$ cat src/hdl/top_k_score_table_macros.svh
// assertion macros for the score table
`ifndef TOP_K_SCORE_TABLE_MACROS_SVH
`define TOP_K_SCORE_TABLE_MACROS_SVH

`ifndef ASSERT_OFF

`define TKST_ASSERT_IMP(lbl, clk, rst_n, ante, cons) \
	lbl: assert property (@(posedge clk) disable iff (!rst_n) (ante) |-> (cons)) \
		else $error("assertion failed");

`define TKST_ASSERT_NXT(lbl, clk, rst_n, ante, cons) \
	lbl: assert property (@(posedge clk) disable iff (!rst_n) (ante) |=> (cons)) \
		else $error("assertion failed");

`else

`define TKST_ASSERT_IMP(lbl, clk, rst_n, ante, cons)

`define TKST_ASSERT_NXT(lbl, clk, rst_n, ante, cons)

`endif

`endif

$ cat src/hdl/tkst_pkg.sv
`timescale 1ns / 1ps
`default_nettype none

package tkst_pkg;

	localparam int TKST_DEPTH_DEF = 8;
	localparam int DIN_W          = 40;
	localparam int DOUT_W         = 40;
	localparam int LETTER_W       = 5;
	localparam int TIME_W         = 10;
	localparam int SCORE_W        = 16;

	typedef struct packed {
		logic [LETTER_W-1:0] la;
		logic [LETTER_W-1:0] lb;
		logic [LETTER_W-1:0] lc;
		logic [TIME_W-1:0]   tm;
	} entry_t;

	typedef struct packed {
		logic rd;
		logic wr;
		logic clr;
	} mem_ctl_t;

	localparam logic CMD_INSERT = 1'b0;
	localparam logic CMD_READ   = 1'b1;

	// x mod 26 by reciprocal estimate and one correction
	function automatic logic [LETTER_W-1:0] mod26(input logic [7:0] x);
		logic [15:0] p;
		logic [9:0]  qm;
		logic [7:0]  r;
		p  = 16'(x) * 16'd78;
		qm = 10'(p[15:11]) * 10'd26;
		r  = 8'(10'(x) - qm);
		if (r >= 8'd26) begin
			r = r - 8'd26;
		end
		return r[LETTER_W-1:0];
	endfunction

	// x mod 900 by reciprocal estimate and one correction
	function automatic logic [TIME_W-1:0] mod900(input logic [SCORE_W-1:0] x);
		logic [31:0] p;
		logic [16:0] qm;
		logic [15:0] r;
		p  = 32'(x) * 32'd1165;
		qm = 17'(p[26:20]) * 17'd900;
		r  = 16'(17'(x) - qm);
		if (r >= 16'd900) begin
			r = r - 16'd900;
		end
		return r[TIME_W-1:0];
	endfunction

endpackage

`default_nettype wire

$ cat src/hdl/top_k_score_table.sv
`timescale 1ns / 1ps
`default_nettype none
//  channel   dir  handshake                tdata (low bit up)                 side
//  s_axis    in   s_axis_tvalid/tready     letter_a, letter_b, letter_c,      tuser: command
//                                          new_score
//  m_axis    out  m_axis_tvalid/tready     placed_slot, entry_index, letters, tlast: last
//                                          entry_time, entry_count
//
//  insert: one compare per slot in a single walk that reads slot i while writing
//  slot i-1 through the one-read one-write table memory; an empty table takes slot 0
//  read: memory read, then output load, for each entry in turn
//  reset clears the count, the state and the slot valid bits at once; no sweep
//  a stalled output holds emit and read walk; s_axis_tready is high only between items

`include "top_k_score_table_macros.svh"

module top_k_score_table
	import tkst_pkg::*;
#(
	parameter int TABLE_DEPTH = TKST_DEPTH_DEF
) (
	input  wire logic              clk,
	input  wire logic              arst_n,
	input  wire logic              s_axis_tvalid,
	output logic                   s_axis_tready,
	// letter_a[7:0], letter_b[15:8], letter_c[23:16], new_score[39:24]
	input  wire logic [DIN_W-1:0]  s_axis_tdata,
	// command[0]
	input  wire logic              s_axis_tuser,
	output logic                   m_axis_tvalid,
	input  wire logic              m_axis_tready,
	// placed_slot[3:0], entry_index[6:4], out_letter_a[11:7], out_letter_b[16:12],
	// out_letter_c[21:17], entry_time[31:22], entry_count[35:32], zero[39:36]
	output logic [DOUT_W-1:0]      m_axis_tdata,
	output logic                   m_axis_tlast
);

	localparam int AW = $clog2(TABLE_DEPTH);
	localparam int CW = $clog2(TABLE_DEPTH + 1);
	localparam logic [CW-1:0] DEPTH_C = CW'(TABLE_DEPTH);
	localparam logic [CW-1:0] LAST_C  = CW'(TABLE_DEPTH - 1);

	typedef enum logic [4:0] {
		ST_IDLE     = 5'b00001,
		ST_INS_SCAN = 5'b00010,
		ST_INS_EMIT = 5'b00100,
		ST_RD_REQ   = 5'b01000,
		ST_RD_OUT   = 5'b10000
	} state_t;

	state_t              st_q;
	logic [CW-1:0]       cnt_q;
	logic [CW-1:0]       placed_q;
	logic                found_q;
	logic [CW-1:0]       count_q;
	logic                ovld_q;

	logic [7:0]          la_q;
	logic [7:0]          lb_q;
	logic [7:0]          lc_q;
	logic [SCORE_W-1:0]  score_q;
	entry_t              carry_q;

	logic [3:0]          o_placed_q;
	logic [2:0]          o_idx_q;
	entry_t              o_entry_q;
	logic [3:0]          o_count_q;
	logic                o_last_q;

	mem_ctl_t            ctl;
	logic [AW-1:0]       rd_addr;
	logic [AW-1:0]       wr_addr;
	entry_t              wr_data;
	entry_t              rd_entry;
	entry_t              ne;
	logic [CW-1:0]       wslot;
	logic                hit;
	logic                accept;
	logic                out_free;
	logic                load;
	logic [CW-1:0]       count_nxt;

	tkst_store #(
		.DEPTH (TABLE_DEPTH)
	) u_store (
		.clk      (clk),
		.arst_n   (arst_n),
		.ctl      (ctl),
		.rd_addr  (rd_addr),
		.wr_addr  (wr_addr),
		.wr_data  (wr_data),
		.rd_entry (rd_entry)
	);

	assign s_axis_tready = (st_q == ST_IDLE);
	assign accept        = s_axis_tvalid && s_axis_tready;
	assign out_free      = !ovld_q || m_axis_tready;
	assign load          = out_free && ((st_q == ST_INS_EMIT) || (st_q == ST_RD_OUT));
	assign count_nxt     = (found_q && (count_q != DEPTH_C)) ? count_q + CW'(1) : count_q;

	assign ne.la = mod26(la_q);
	assign ne.lb = mod26(lb_q);
	assign ne.lc = mod26(lc_q);
	assign ne.tm = mod900(score_q);

	// slot whose read data is back this cycle
	assign wslot = cnt_q - CW'(1);
	assign hit   = score_q > SCORE_W'(rd_entry.tm);

	always_comb begin
		ctl     = '0;
		rd_addr = cnt_q[AW-1:0];
		wr_addr = wslot[AW-1:0];
		wr_data = ne;
		unique case (st_q)
			ST_INS_SCAN: begin
				if (count_q == '0) begin
					ctl.clr = 1'b1;
					ctl.wr  = 1'b1;
					wr_addr = '0;
				end else begin
					ctl.rd = (cnt_q != DEPTH_C);
					if (cnt_q != '0) begin
						if (found_q) begin
							ctl.wr  = 1'b1;
							wr_data = carry_q;
						end else if (hit) begin
							ctl.wr = 1'b1;
						end
					end
				end
			end
			ST_RD_REQ: begin
				ctl.rd = 1'b1;
			end
			ST_IDLE, ST_INS_EMIT, ST_RD_OUT: begin
				ctl = '0;
			end
			default: begin
				ctl = '0;
			end
		endcase
	end

	always_ff @(posedge clk or negedge arst_n) begin
		if (!arst_n) begin
			st_q     <= ST_IDLE;
			cnt_q    <= '0;
			placed_q <= '0;
			found_q  <= 1'b0;
			count_q  <= '0;
			ovld_q   <= 1'b0;
		end else begin
			if (load) begin
				ovld_q <= 1'b1;
			end else if (m_axis_tready) begin
				ovld_q <= 1'b0;
			end
			unique case (st_q)
				ST_IDLE: begin
					if (accept) begin
						cnt_q    <= '0;
						found_q  <= 1'b0;
						placed_q <= DEPTH_C;
						st_q     <= (s_axis_tuser == CMD_READ) ? ST_RD_REQ : ST_INS_SCAN;
					end
				end
				ST_INS_SCAN: begin
					if (count_q == '0) begin
						found_q  <= 1'b1;
						placed_q <= '0;
						st_q     <= ST_INS_EMIT;
					end else begin
						if ((cnt_q != '0) && !found_q && hit) begin
							found_q  <= 1'b1;
							placed_q <= wslot;
						end
						if (cnt_q == DEPTH_C) begin
							st_q <= ST_INS_EMIT;
						end else begin
							cnt_q <= cnt_q + CW'(1);
						end
					end
				end
				ST_INS_EMIT: begin
					if (out_free) begin
						count_q <= count_nxt;
						st_q    <= ST_IDLE;
					end
				end
				ST_RD_REQ: begin
					st_q <= ST_RD_OUT;
				end
				ST_RD_OUT: begin
					if (out_free) begin
						if (cnt_q == LAST_C) begin
							st_q <= ST_IDLE;
						end else begin
							cnt_q <= cnt_q + CW'(1);
							st_q  <= ST_RD_REQ;
						end
					end
				end
				default: begin
					st_q <= ST_IDLE;
				end
			endcase
		end
	end

	always_ff @(posedge clk) begin
		if (accept) begin
			la_q    <= s_axis_tdata[7:0];
			lb_q    <= s_axis_tdata[15:8];
			lc_q    <= s_axis_tdata[23:16];
			score_q <= s_axis_tdata[39:24];
		end
		// displaced entry rides down one slot per cycle
		if ((st_q == ST_INS_SCAN) && (cnt_q != '0) && (found_q || hit)) begin
			carry_q <= rd_entry;
		end
		if (load) begin
			if (st_q == ST_INS_EMIT) begin
				o_placed_q <= 4'(placed_q);
				o_idx_q    <= '0;
				o_entry_q  <= '0;
				o_count_q  <= 4'(count_nxt);
				o_last_q   <= 1'b1;
			end else begin
				o_placed_q <= '0;
				o_idx_q    <= 3'(cnt_q);
				o_entry_q  <= rd_entry;
				o_count_q  <= 4'(count_q);
				o_last_q   <= (cnt_q == LAST_C);
			end
		end
	end

	assign m_axis_tvalid = ovld_q;
	assign m_axis_tlast  = o_last_q;
	assign m_axis_tdata  = {4'b0, o_count_q, o_entry_q.tm, o_entry_q.lc, o_entry_q.lb,
		o_entry_q.la, o_idx_q, o_placed_q};

	`TKST_ASSERT_IMP(a_count_bound, clk, arst_n, 1'b1, count_q <= DEPTH_C)
	`TKST_ASSERT_NXT(a_count_mono, clk, arst_n, 1'b1, count_q >= $past(count_q))
	`TKST_ASSERT_IMP(a_idle_no_write, clk, arst_n, st_q == ST_IDLE, !ctl.wr)
	`TKST_ASSERT_IMP(a_emit_slot, clk, arst_n, (st_q == ST_INS_EMIT) && !found_q,
		placed_q == DEPTH_C)

endmodule

`default_nettype wire

$ cat src/hdl/tkst_store.sv
`timescale 1ns / 1ps
`default_nettype none

module tkst_store
	import tkst_pkg::*;
#(
	parameter int DEPTH = TKST_DEPTH_DEF
) (
	input  wire logic                     clk,
	input  wire logic                     arst_n,
	input  wire mem_ctl_t                 ctl,
	input  wire logic [$clog2(DEPTH)-1:0] rd_addr,
	input  wire logic [$clog2(DEPTH)-1:0] wr_addr,
	input  wire entry_t                   wr_data,
	output entry_t                        rd_entry
);

	entry_t             mem_q [DEPTH];
	entry_t             rdata_q;
	logic               rvld_q;
	logic [DEPTH-1:0]   vld_q;
	logic [DEPTH-1:0]   vld_nxt;

	always_ff @(posedge clk) begin
		if (ctl.wr) begin
			mem_q[wr_addr] <= wr_data;
		end
		if (ctl.rd) begin
			rdata_q <= mem_q[rd_addr];
		end
	end

	always_comb begin
		vld_nxt = ctl.clr ? '0 : vld_q;
		if (ctl.wr) begin
			vld_nxt[wr_addr] = 1'b1;
		end
	end

	// per-slot valid bits, a slot never written reads as zero
	always_ff @(posedge clk or negedge arst_n) begin
		if (!arst_n) begin
			vld_q  <= '0;
			rvld_q <= 1'b0;
		end else begin
			vld_q <= vld_nxt;
			if (ctl.rd) begin
				rvld_q <= vld_q[rd_addr];
			end
		end
	end

	assign rd_entry = rvld_q ? rdata_q : '0;

endmodule

`default_nettype wire
$ cat config.mk
export PLATFORM = sky130hd
export DESIGN_NAME = top_k_score_table
export DESIGN_NICKNAME = d
export VERILOG_FILES = /design/src/hdl/tkst_pkg.sv /design/src/hdl/top_k_score_table.sv /design/src/hdl/tkst_store.sv
export VERILOG_INCLUDE_DIRS = /design/src /design/src/hdl
export SDC_FILE = /design/constraint.sdc
export NUM_CORES = 1
export LEC_CHECK = 0
export ABC_CLOCK_PERIOD_IN_PS = 20300
export BUFFER_PORTS_ARGS = -buffer_cell sky130_fd_sc_hd__buf_2
export CAP_MARGIN = 5
export CORE_MARGIN = 5
export CORE_UTILIZATION = 50
export DETAILED_ROUTE_END_ITERATION = 8
export PLACE_DENSITY = 0.73
export SLEW_MARGIN = 20
export SYNTH_ARGS = -nofsm -noshare
export SYNTH_HDL_FRONTEND = slang
export SYNTH_SLANG_ARGS = --single-unit
export TNS_END_PERCENT = 1
$ cat constraint.sdc
create_clock -name clk -period 20.3 [get_ports clk]
set_input_delay 2.03 -clock clk [delete_from_list [all_inputs] [get_ports clk]]
set_output_delay 2.03 -clock clk [all_outputs]
set_load 0.01 [all_outputs]
### Word level (Yosys, flattened, before mapping)

Memory sizes are Yosys's and may differ from the RTL's. A register that Yosys moved wholly into a read port is not among the register bits.
Cells that the tools add are included.

| word-level totals | value |
|---|---|
| memories | 1 |
| output and inout bits | 43 |
| register bits | 130 |
| memory bits (writable) | 200 |

Memories:

| memory | words | width | rd ports | clocked after memory_dff | write ports | RTL line | RTL |
|---|---|---|---|---|---|---|---|
| u_store.mem_q | 8 | 25 | 1 | 1 | 1 | tkst_store.sv:18 | `entry_t mem_q [DEPTH];` |

| operators by class | value |
|---|---|
| multipliers | 8 |
| bitwise operators | 1 |
| muxes and demuxes | 53 |
| reduce and logical (&&, ||, !) cells | 22 |
| equality and inequality tests | 17 |
| order comparisons | 8 |
| add/sub/neg operators | 11 |

Operator list:

| kind | count |
|---|---|
| 2-to-1 mux 25 bit | 5 |
| 2-to-1 mux 4 bit | 12 |
| multiplier 8 x 6 -> 14 bit, second input constant | 3 |
| 2-to-1 mux 5 bit | 8 |
| multiplier 16 x 11 -> 27 bit, second input constant | 1 |
| case mux 5 bit (5 select lines) | 1 |
| >= comparator 8 x 5 -> 1 bit, second input constant | 3 |
| subtractor 8 bit | 3 |
| multiplier 4 x 4 -> 7 bit, second input constant | 3 |
| >= comparator 16 x 10 -> 1 bit, second input constant | 1 |
| > comparator 16 x 10 -> 1 bit | 1 |
| 2-to-1 mux 8 bit | 2 |
| subtractor 16 bit | 1 |
| 2-to-1 mux 1 bit | 15 |
| subtractor 5 bit, second input constant | 3 |
| multiplier 7 x 8 -> 14 bit, second input constant | 1 |
| case mux 4 bit (3 select lines) | 1 |
| 2-to-1 mux 10 bit | 1 |
| != test 2 bit, second input constant | 5 |
| subtractor 10 bit, second input constant | 1 |
| adder 4 x 1 -> 4 bit, second input constant | 2 |
| logical AND 1 bit | 8 |
| less-than comparator 3 x 4 -> 1 bit, second input constant | 2 |
| != test 4 bit, second input constant | 2 |
| 28 further kinds | 35 |

### Logic depth before layout (Yosys ltp)

Gate-level depths: netlist of run 1.

| depth | value |
|---|---|
| depth after elaboration | 10 |
| mapped depth | 43 |
| mapped depth without buffers | 42 |

### Cells and area by module

Synthesis of run 1 repeated with hierarchy kept, for this count alone.

| second synthesis, totals | value |
|---|---|
| cell total of the unflattened synthesis | 1611 |
| area, all modules | 21785.9 um2 |

Modules (own cells, without submodules):

| module | area an instance (um2) | cells an instance | instances |
|---|---|---|---|
| top_k_score_table | 12804.8 | 1231 | 1 |
| tkst_store | 8981.1 | 380 | 1 |

### Worst setup path before layout of run 1

No wires, ideal clock.

| timing path | value |
|---|---|
| path type | register -> register |
| start point | register score_q[8] |
| end point | memory u_store.mem_q[0][3] (netlist bit), data pin |
| slack | 10937 ps |
| stages on the path, launching flop included | 39 |
| path buffers | 0 |
| data required time | 20036 ps |
| data arrival time | 9099 ps |
| cell sequence | edfxtp_1 > ha_1 > ha_1 > inv_1 > fa_1 > inv_1 > fa_1 > inv_1 > fa_1 > inv_1 > ha_1 > o21ai_0 > o21bai_2 > o21ai_0 > a22oi_1 > o21a_1 > o21a_1 > o21ai_0 > [3 not listed] > ha_1 > fa_1 > ha_1 > ha_1 > o21a_1 > nor2_1 > xor2_1 > ha_1 > inv_1 > or4_1 > nand3_1 > o21ai_0 > a211oi_1 > o21ai_0 > a211oi_2 > nand4_2 > and3_2 > nor3_1 |

RTL lines:

| what | RTL line | RTL |
|---|---|---|
| from (decl) | top_k_score_table.sv:61 | `logic [SCORE_W-1:0] score_q;` |
| from (signal assigned) | top_k_score_table.sv:216 | `score_q <= s_axis_tdata[39:24];` |
| to (decl) | tkst_store.sv:18 |  |

==> results.txt, run 1 <==
The data required time of the critical path came out at 20.56 ns. The biggest cell delay along the critical path is 0.60 ns. Of the cells placed in the final design, the portion with a size suffix greater than 1 is 15.8%. After layout, the worst path uses 53.6% of the clock period.

The accumulated negative setup slack came out at 0 ns. The relative max-transition margin came out at 24.1%. The critical path in this run is classified as reg2reg. The count of nets left with antenna violations once routing finished came out at 0. The max-slew violation count is 0. After synthesis, the mean cell area works out to 13.1 um^2. The type of the worst min-delay path is reg2reg.

The initial antenna violation count is 0. The peak fanout along the critical path is 13. The initial utilization of the core area, before any placement, comes to between 50% and 60%.

The fraction of synthesis flops using an asynchronous set or reset pin is 7.89%. The number of global-route vias before repair is 14.0k. The end point of the critical path is u_store.mem_q[3][3]. The count of cells along the worst register-to-register path came out at 38. The vias per cell came out at 5.56. The number of enable-type register cells in the synthesized netlist is approximately 330.

Synthesis handed over a netlist of roughly 1.7k instances. The run finished with clean final reports. The post-synthesis sequential area ratio came out at 48.3%. The total instance count after detailed placement is 2314.

The port buffer count came out at 83. The end-of-flow core utilization came out at 56.1%. The buffers inserted during post-CTS setup optimization came out at 0. The cell area after synthesis is 21800 um^2.

The startpoint class of the critical path is a register. The synthesis-to-finish area growth came out at 10.9%. At the end of the flow, the number of nets in the layout was 2158.

The register-to-register path setup slack is around 9.4 ns. The clock drives 355 sinks. The maximum clock frequency came out at roughly 90 MHz. The placeable core region is 43100 um^2.

The overall die width is around 220 um. No sink is reached through more buffers than the 3 on the longest clock path. The number of warning messages in the yosys log came out at 0.

The die is about 220 um tall. The CTS clock-pin slew for the worst setup and hold paths came out at around 0.06 ns. For the worst-skew pair, the clock arrives at the later sink with an insertion delay of roughly 0.57 ns.

The global route total overflow is 0. After clock tree synthesis, the flow added hold-fix buffers numbering 0. The slew of the pin with the lowest slew margin is 1.13 ns. Setup repair after global routing left no endpoint under its margin. The number of inserted filler cells in the final layout is 3425.

Gates resized during post-CTS repair numbered 0. In the final routed layout, each cell accounts on average for 19.5 um. The placement row count is 76.

The sort of element at the end of the critical path is a register. The total track usage is around 20%. In this run the number of H-tree levels came out at 2.

The count of routing violations after the opening detailed-route iteration came out at around 1.0k. The die area is 47900 um^2. The number of buffers inserted during clock tree synthesis came out at 38. The number of failing hold endpoints at the final stage came out at 0. The startpoint identified for the worst register-to-register timing path is score_q[9].

The post-route cell area came out at 24200 um^2. Summed over all instances, the cell type with the most area after synthesis is sky130_fd_sc_hd__edfxtp_1. Counting flops and latches in the post-synthesis netlist gives 355. The area share of the largest cell type after synthesis is 45.0%. Sorting the synthesized cells by area gives the leading types as sky130_fd_sc_hd__edfxtp_1, sky130_fd_sc_hd__ha_1, sky130_fd_sc_hd__fa_1, sky130_fd_sc_hd__mux4_2, sky130_fd_sc_hd__inv_1. The maximum clock skew at final layout came out at 0.0413 ns. The cell that appears most often on the critical path is sky130_fd_sc_hd__ha_1.

TritonCTS built the clock tree. The first global-routing pass estimated 74000 um of wire. The detailed-route wire length is 46400 um. The final RePlAce weighted congestion is 0.841. The standard cell area after detailed placement came out at 23000 um^2.

After the flow finishes, the layout carries non-filler instances totaling approximately 2.4k. The antenna cell count came out at 0. The multi-input logic area came out at between 10000 and 15000 um^2. Detailed placement finished with a half-perimeter wire length of 30800 um.

The max-capacitance violation count is 0. The largest net degree at the start of global routing is 57. The cell with the largest stage delay on the worst path is sky130_fd_sc_hd__nor3_1. The final number of setup-violating endpoints is 0. Summing all flip-flop and latch instances after layout gives about 11000 um^2.

The number of different library cells used by synthesis comes to 79. The number of iterations in the first detailed-routing pass is 6. The arrival time at the worst endpoint came out at 11.14 ns. The worst register-to-register path ends at u_store.mem_q[3][3]. The I/O pin count came out at 88.

In this run the worst setup path begins at score_q[9]. The time the worst path needs with I/O delays and setup is 10.88 ns. The number of vias after detailed routing came out at 13.2k. Among all flip-flop cells after synthesis, the most frequent one is sky130_fd_sc_hd__edfxtp_1. The root buffer cell chosen for the clock tree is sky130_fd_sc_hd__clkbuf_16. After detailed routing, the number of remaining DRC violations is 0.
routing by layer:
| metal | part of all wire, % | global-route usage (%) | wire length (um) | up-vias |
|---|---|---|---|---|
| li1 | - | - | - | 6208 |
| met1 | 43 | 26.4 | 20100 | 6612 |
| met2 | 49 | 33.7 | 22900 | 348 |
| met3 | 5.2 | 2.87 | 2400 | 68 |
| met4 | 2.1 | 5.00 | 965 | 0 |
| met5 | 0 | 0 | 0 | - |
area by class of cell:
class                      instances  area share (%)
sequential                       355            43.5
multi-input combinational       1064            42.9
clock buffer                      48            4.30
tap                              585            3.03
clock inverter                    19           0.704
inverter                         210            3.26
timing repair buffer             100            2.25
kinds of logic after synthesis:
family,after synthesis,share of synthesized area [%]
flip-flops,355,48.3
adder cells (fa/ha/maj),351,22.5
AND/OR/NAND/NOR,337,7.96
buffers and inverters,253,4.46
AO/OA/AOI/OAI,197,6.02
multiplexers,97,7.63
XOR/XNOR,78,3.13
other,1,0.0172
worst min path at each step:
stage	from	to	slack, ns	cells past startpoint
3_5_place_dp	u_store.vld_q[0]	u_store.vld_q[0]	0.47	1
3_3_place_gp	u_store.vld_q[0]	u_store.vld_q[0]	0.45	1
2_1_floorplan	u_store.vld_q[0]	u_store.vld_q[0]	0.43	1
6_report	u_store.vld_q[5]	u_store.vld_q[5]	0.48	2
5_1_grt	u_store.vld_q[0]	u_store.vld_q[0]	0.49	1
4_1_cts	u_store.vld_q[5]	u_store.vld_q[5]	0.49	2
worst max-delay path: cells and delay by family (launching register included):
family	cells	cell delay, ns
fa+ha+maj	12	4.56
compound gates	12	2.43
simple gates	7	2.31
flops	1	0.57
xor+xnor	2	0.42
buf+inv	5	0.29
metrics by stage:
| step | setup slack (ns) | hold WS (ns) |
|---|---|---|
| after floorplan | 10.94 | 0.435 |
| after global placement | 9.84 | 0.454 |
| after detailed placement | 9.62 | 0.466 |
| after CTS | 9.48 | 0.488 |
| after global routing | 8.50 | 0.491 |
| final | 9.42 | 0.484 |
state kept, by name, indices dropped and copies added, names as in the netlist, 5 cells and up:
name             count
carry_q             25
la_q                 8
lb_q                 8
lc_q                 8
m_axis_tdata        25
score_q             16
st_q                 5
u_store.mem_q      200
u_store.rdata_q     25
u_store.vld_q        8
placed cells by master (no fill, tap or decap), drive strengths merged, types with 6 or more instances in the layout:
master	n
a211oi	7
a21o	24
a21oi	57
a31oi	6
and2	41
and3	7
buf	100
clkbuf	48
clkinv	16
dfrtp	27
edfxtp	327
fa	71
ha	273
inv	210
maj3	7
mux2	33
mux2i	12
mux4	52
nand2	68
nand2b	19
nand3	22
nand3b	8
nand4	10
nor2	89
nor2b	23
nor3	25
nor4	6
o211ai	6
o21a	13
o21ai	48
xnor2	49
xor2	29
synthesized netlist by cell type, types with 12 or more instances:
| master | count |
|---|---|
| sky130_fd_sc_hd__nand2_1 | 68 |
| sky130_fd_sc_hd__clkbuf_1 | 28 |
| sky130_fd_sc_hd__mux4_2 | 52 |
| sky130_fd_sc_hd__xnor2_1 | 49 |
| sky130_fd_sc_hd__a21oi_1 | 54 |
| sky130_fd_sc_hd__xor2_1 | 29 |
| sky130_fd_sc_hd__nand2b_1 | 19 |
| sky130_fd_sc_hd__o21a_1 | 13 |
| sky130_fd_sc_hd__a21o_1 | 22 |
| sky130_fd_sc_hd__edfxtp_1 | 327 |
| sky130_fd_sc_hd__nor2b_1 | 23 |
| sky130_fd_sc_hd__inv_1 | 209 |
| sky130_fd_sc_hd__o21ai_0 | 45 |
| sky130_fd_sc_hd__ha_1 | 273 |
| sky130_fd_sc_hd__mux2_2 | 33 |
| sky130_fd_sc_hd__mux2i_1 | 12 |
| sky130_fd_sc_hd__fa_1 | 71 |
| sky130_fd_sc_hd__nor3_1 | 23 |
| sky130_fd_sc_hd__dfrtp_1 | 27 |
| sky130_fd_sc_hd__and2_1 | 41 |
| sky130_fd_sc_hd__nand3_1 | 22 |
| sky130_fd_sc_hd__nor2_1 | 89 |
Power of run 1 is not shown: default switching activity piles up to over one toggle a cycle in this logic, so the estimate is an artifact.
==> inputs of run 2 (changes only) <==
--- a/config.mk
+++ b/config.mk
@@ -6,7 +6,8 @@
 export SDC_FILE = /design/constraint.sdc
 export NUM_CORES = 1
 export LEC_CHECK = 0
-export ABC_CLOCK_PERIOD_IN_PS = 20300
+export ABC_AREA = 1
+export ABC_CLOCK_PERIOD_IN_PS = 10700
 export BUFFER_PORTS_ARGS = -buffer_cell sky130_fd_sc_hd__buf_2
 export CAP_MARGIN = 5
 export CORE_MARGIN = 5
==> constraint.sdc (replaced) <==
create_clock -name clk -period 10.7 [get_ports clk]
set_input_delay 1.07 -clock clk [delete_from_list [all_inputs] [get_ports clk]]
set_output_delay 1.07 -clock clk [all_outputs]
set_load 0.01 [all_outputs]
==> results.txt, run 2 <==
Result of the run: complete, no violations (unchanged). The maximum clock frequency is 113 MHz (was 91.9 MHz). The die boundary height is 221 um (was 219 um). The number of vias after detailed routing was 15.8k (was 13.2k). The slew of the pin with the lowest slew margin is 1.11 ns (was 1.13 ns). The CTS clock-pin slew for the worst setup and hold paths is 0.06 ns (about the same). The number of buffers on the longest clock path came out at 3 (unchanged).

The number of warning messages in the yosys log came out at 0 (unchanged). The number of global-route vias before repair came to 15.9k (was 14.0k). The detailed-route wire length came out at 52600 um (was 46400 um).

The vias per cell is 5.43 (was 5.56). The final RePlAce weighted congestion came to 0.892 (was 0.841). The leading area contributor after synthesis is sky130_fd_sc_hd__edfxtp_1 (unchanged). The fraction of synthesis flops using an asynchronous set or reset pin is 7.89% (unchanged). The port buffer count is 83 (unchanged). The area share of the largest cell type after synthesis came to 43.9% (was 45.0%). The accumulated negative setup slack came to 0 ns (unchanged). The arrival time at the worst endpoint is 9.18 ns (was 11.14 ns). The most common cell after layout, fill and taps aside is sky130_fd_sc_hd__inv_1 (was sky130_fd_sc_hd__edfxtp_1). The quantity of gates resized following cts came to 0 (unchanged). The wire length per cell came to 18.1 um (was 19.5 um). The leading cell type by number of instances after synthesis is sky130_fd_sc_hd__inv_1 (was sky130_fd_sc_hd__edfxtp_1). The flip-flop count of the largest register after layout is 200 (unchanged).

The number of buffers inserted during clock tree synthesis is 37 (was 38). The number of standard cells after synthesis is 2193 (was 1669). The number of iterations in the first detailed-routing pass came out at 7 (was 6).

The buffers inserted during post-CTS setup optimization is 0 (unchanged). The count of nets after finishing is 2671 (was 2158). The detailed-placement wirelength estimate came to 36000 um (was 30800 um). The classification of the worst setup path is reg2reg (unchanged). The global route total overflow came out at 0 (unchanged). The max-capacitance violation count is 0 (unchanged). The number of failing hold endpoints at the final stage came out at 0 (unchanged). The post-synthesis sequential area ratio is 47.1% (was 48.3%). The cell area after synthesis came out at 22300 um^2 (was 21800 um^2).

The overall die width was 221 um (was 219 um). The placement row count is 77 (was 76). Setup repair after global routing missed its margin: no (unchanged). The biggest cell delay along the critical path came out at 0.53 ns (was 0.60 ns). The type of the worst min-delay path is reg2reg (unchanged). The CTS tree is done (unchanged). The relative max-transition margin is 26.1% (was 24.1%). The primary flip-flop cell chosen by synthesis mapping is sky130_fd_sc_hd__edfxtp_1 (unchanged). The data required time of the critical path came to 11.04 ns (was 20.56 ns). The insertion delay to the later sink of the worst-skew pair came out at 0.55 ns (was 0.57 ns).

The synthesis-to-finish area growth came to 10.5% (was 10.9%). The time the worst path needs with I/O delays and setup was 8.83 ns (was 10.88 ns). The largest net degree at the start of global routing is 116 (was 57). The maximum clock skew at final layout came to 0.0132 ns (was 0.0413 ns). The placeable core region is 44200 um^2 (was 43100 um^2). The buffer cell driving the clock tree root is sky130_fd_sc_hd__clkbuf_16 (unchanged). Commonest cells in the synthesized netlist: sky130_fd_sc_hd__inv_1, sky130_fd_sc_hd__edfxtp_1, sky130_fd_sc_hd__nand2_1 (was sky130_fd_sc_hd__edfxtp_1, sky130_fd_sc_hd__ha_1, sky130_fd_sc_hd__inv_1). The count of routing violations after the opening detailed-route iteration is 1274 (was 1026). The initial antenna violation count is 0 (unchanged). The I/O pin count came out at 88 (unchanged). Commonest cells after routing, fill and taps aside: sky130_fd_sc_hd__inv_1, sky130_fd_sc_hd__edfxtp_1, sky130_fd_sc_hd__nand2_1 (was sky130_fd_sc_hd__edfxtp_1, sky130_fd_sc_hd__ha_1, sky130_fd_sc_hd__inv_1). The average instance area after synthesis came out at 10.2 um^2 (was 13.1 um^2). The number of remaining DRC errors came to 0 (unchanged).

The final number of setup-violating endpoints was 0 (unchanged). The startpoint class of the critical path is a register (unchanged). The wire length of the first global-routing pass is 83600 um (was 74000 um). The cts-stage hold buffer count was 0 (unchanged). The cell with the largest stage delay on the worst path is sky130_fd_sc_hd__edfxtp_1 (was sky130_fd_sc_hd__nor3_1).

The cell repeated most along the worst path is sky130_fd_sc_hd__ha_1 (unchanged). The number of routed nets with antenna violations came out at 0 (unchanged). The number of synthesized register bits is 355 (unchanged). The sort of element at the end of the critical path is a register (unchanged).

The peak fanout along the critical path is 9 (was 13). Leading cell types by total area after synthesis: sky130_fd_sc_hd__edfxtp_1, sky130_fd_sc_hd__ha_1, sky130_fd_sc_hd__fa_1, sky130_fd_sc_hd__inv_1, sky130_fd_sc_hd__nand2_1 (was sky130_fd_sc_hd__edfxtp_1, sky130_fd_sc_hd__ha_1, sky130_fd_sc_hd__fa_1, sky130_fd_sc_hd__mux4_2, sky130_fd_sc_hd__inv_1). The max-slew violation count came out at 0 (unchanged). The number of enable-type register cells in the synthesized netlist is 327 (unchanged).

The number of different library cells in the post-synthesis netlist is 55 (was 79). The total number of clock tree sinks came out at 355 (unchanged). The share of cells above drive strength 1 came to 9.35% (was 15.8%). The initial core utilization is 50.5% (was 50.6%). The register containing the most flip-flops in the final layout is u_store.mem_q (unchanged). The die area is 49000 um^2 (was 47900 um^2). The number of levels the H-tree was split into came out at 2 (unchanged). The total track usage is 21.1% (was 19.6%). The antenna cell count came out at 0 (unchanged). The share of the clock period used by the worst path after layout came out at 82.5% (was 53.6%).
-- run 2: cell count changes after synthesis, sizes merged, moves of 51 or more --
cell,before,now
inv,210,352
nor2,89,256
mux4,52,0
o21ai,48,159
nand2,68,296
nand3,22,73
-- run 2: critical path: cells and delay by family (launching register included) --
kind / cells / cell delay [ns]
AND/OR/NAND/NOR: 11 / 1.06
adder cells (fa/ha/maj): 12 / 4.31
XOR/XNOR: 2 / 0.57
AO/OA/AOI/OAI: 11 / 1.80
buffers and inverters: 5 / 0.34
flip-flops: 1 / 0.53
-- run 2: worst paths after layout --
path | start | end | slack (ns) | cells after the start
hold reg to reg | u_store.vld_q[2] | u_store.vld_q[2] | 0.48 | 2
setup / recovery | score_q[8] | u_store.mem_q[0][4] | 1.87 | 41
setup reg to reg | score_q[8] | u_store.mem_q[0][4] | 1.87 | 41
max in group asynchronous | arst_n | cnt_q[0] | 9.64 | 1
hold / removal | u_store.vld_q[2] | u_store.vld_q[2] | 0.48 | 2
min in group asynchronous | arst_n | count_q[2] | 0.56 | 1
-- run 2: layer usage --
metal	up-vias	wire length, um	track usage, %
met2	516	25800	36.4
met3	89	3310	2.93
met4	0	1540	6.64
met5	-	0	0
li1	7564	-	-
met1	7591	21900	27.7
-- run 2: area by class of cell --
type	count	area, um^2
Inverter	353	1330
Tap cell	592	741
Timing Repair Buffer	103	569
Multi-Input combinational cell	1432	10300
Fill cell	3686	19500
Clock buffer	48	988
Clock inverter	19	219
Sequential cell	355	10500
-- run 2: logic make-up after synthesis --
kind of cell             share of synthesized area, %
AO/OA/AOI/OAI                                    8.22
adder cells (fa/ha/maj)                          21.7
XOR/XNOR                                         2.50
AND/OR/NAND/NOR                                  13.5
flip-flops                                       47.1
buffers and inverters                            6.94
multiplexers                                   0.0896
other                                          0.0168
-- run 2: through the flow --
step | std cells | hold slack [ns] | area [um^2] | util [%] | setup WS [ns]
floorplan | 2196 | 0.445 | 22400 | - | 2.79
global placement | 2835 | 0.463 | 23500 | 53.1 | 2.09
detailed placement | 2835 | 0.461 | 23500 | 53.1 | 1.91
CTS | 2902 | 0.477 | 24700 | 55.8 | 1.90
global route | 2902 | 0.509 | 24700 | 55.8 | 1.18
finish | 2902 | 0.482 | 24700 | 55.8 | 1.87
Power of run 2 is left out for the same reason.
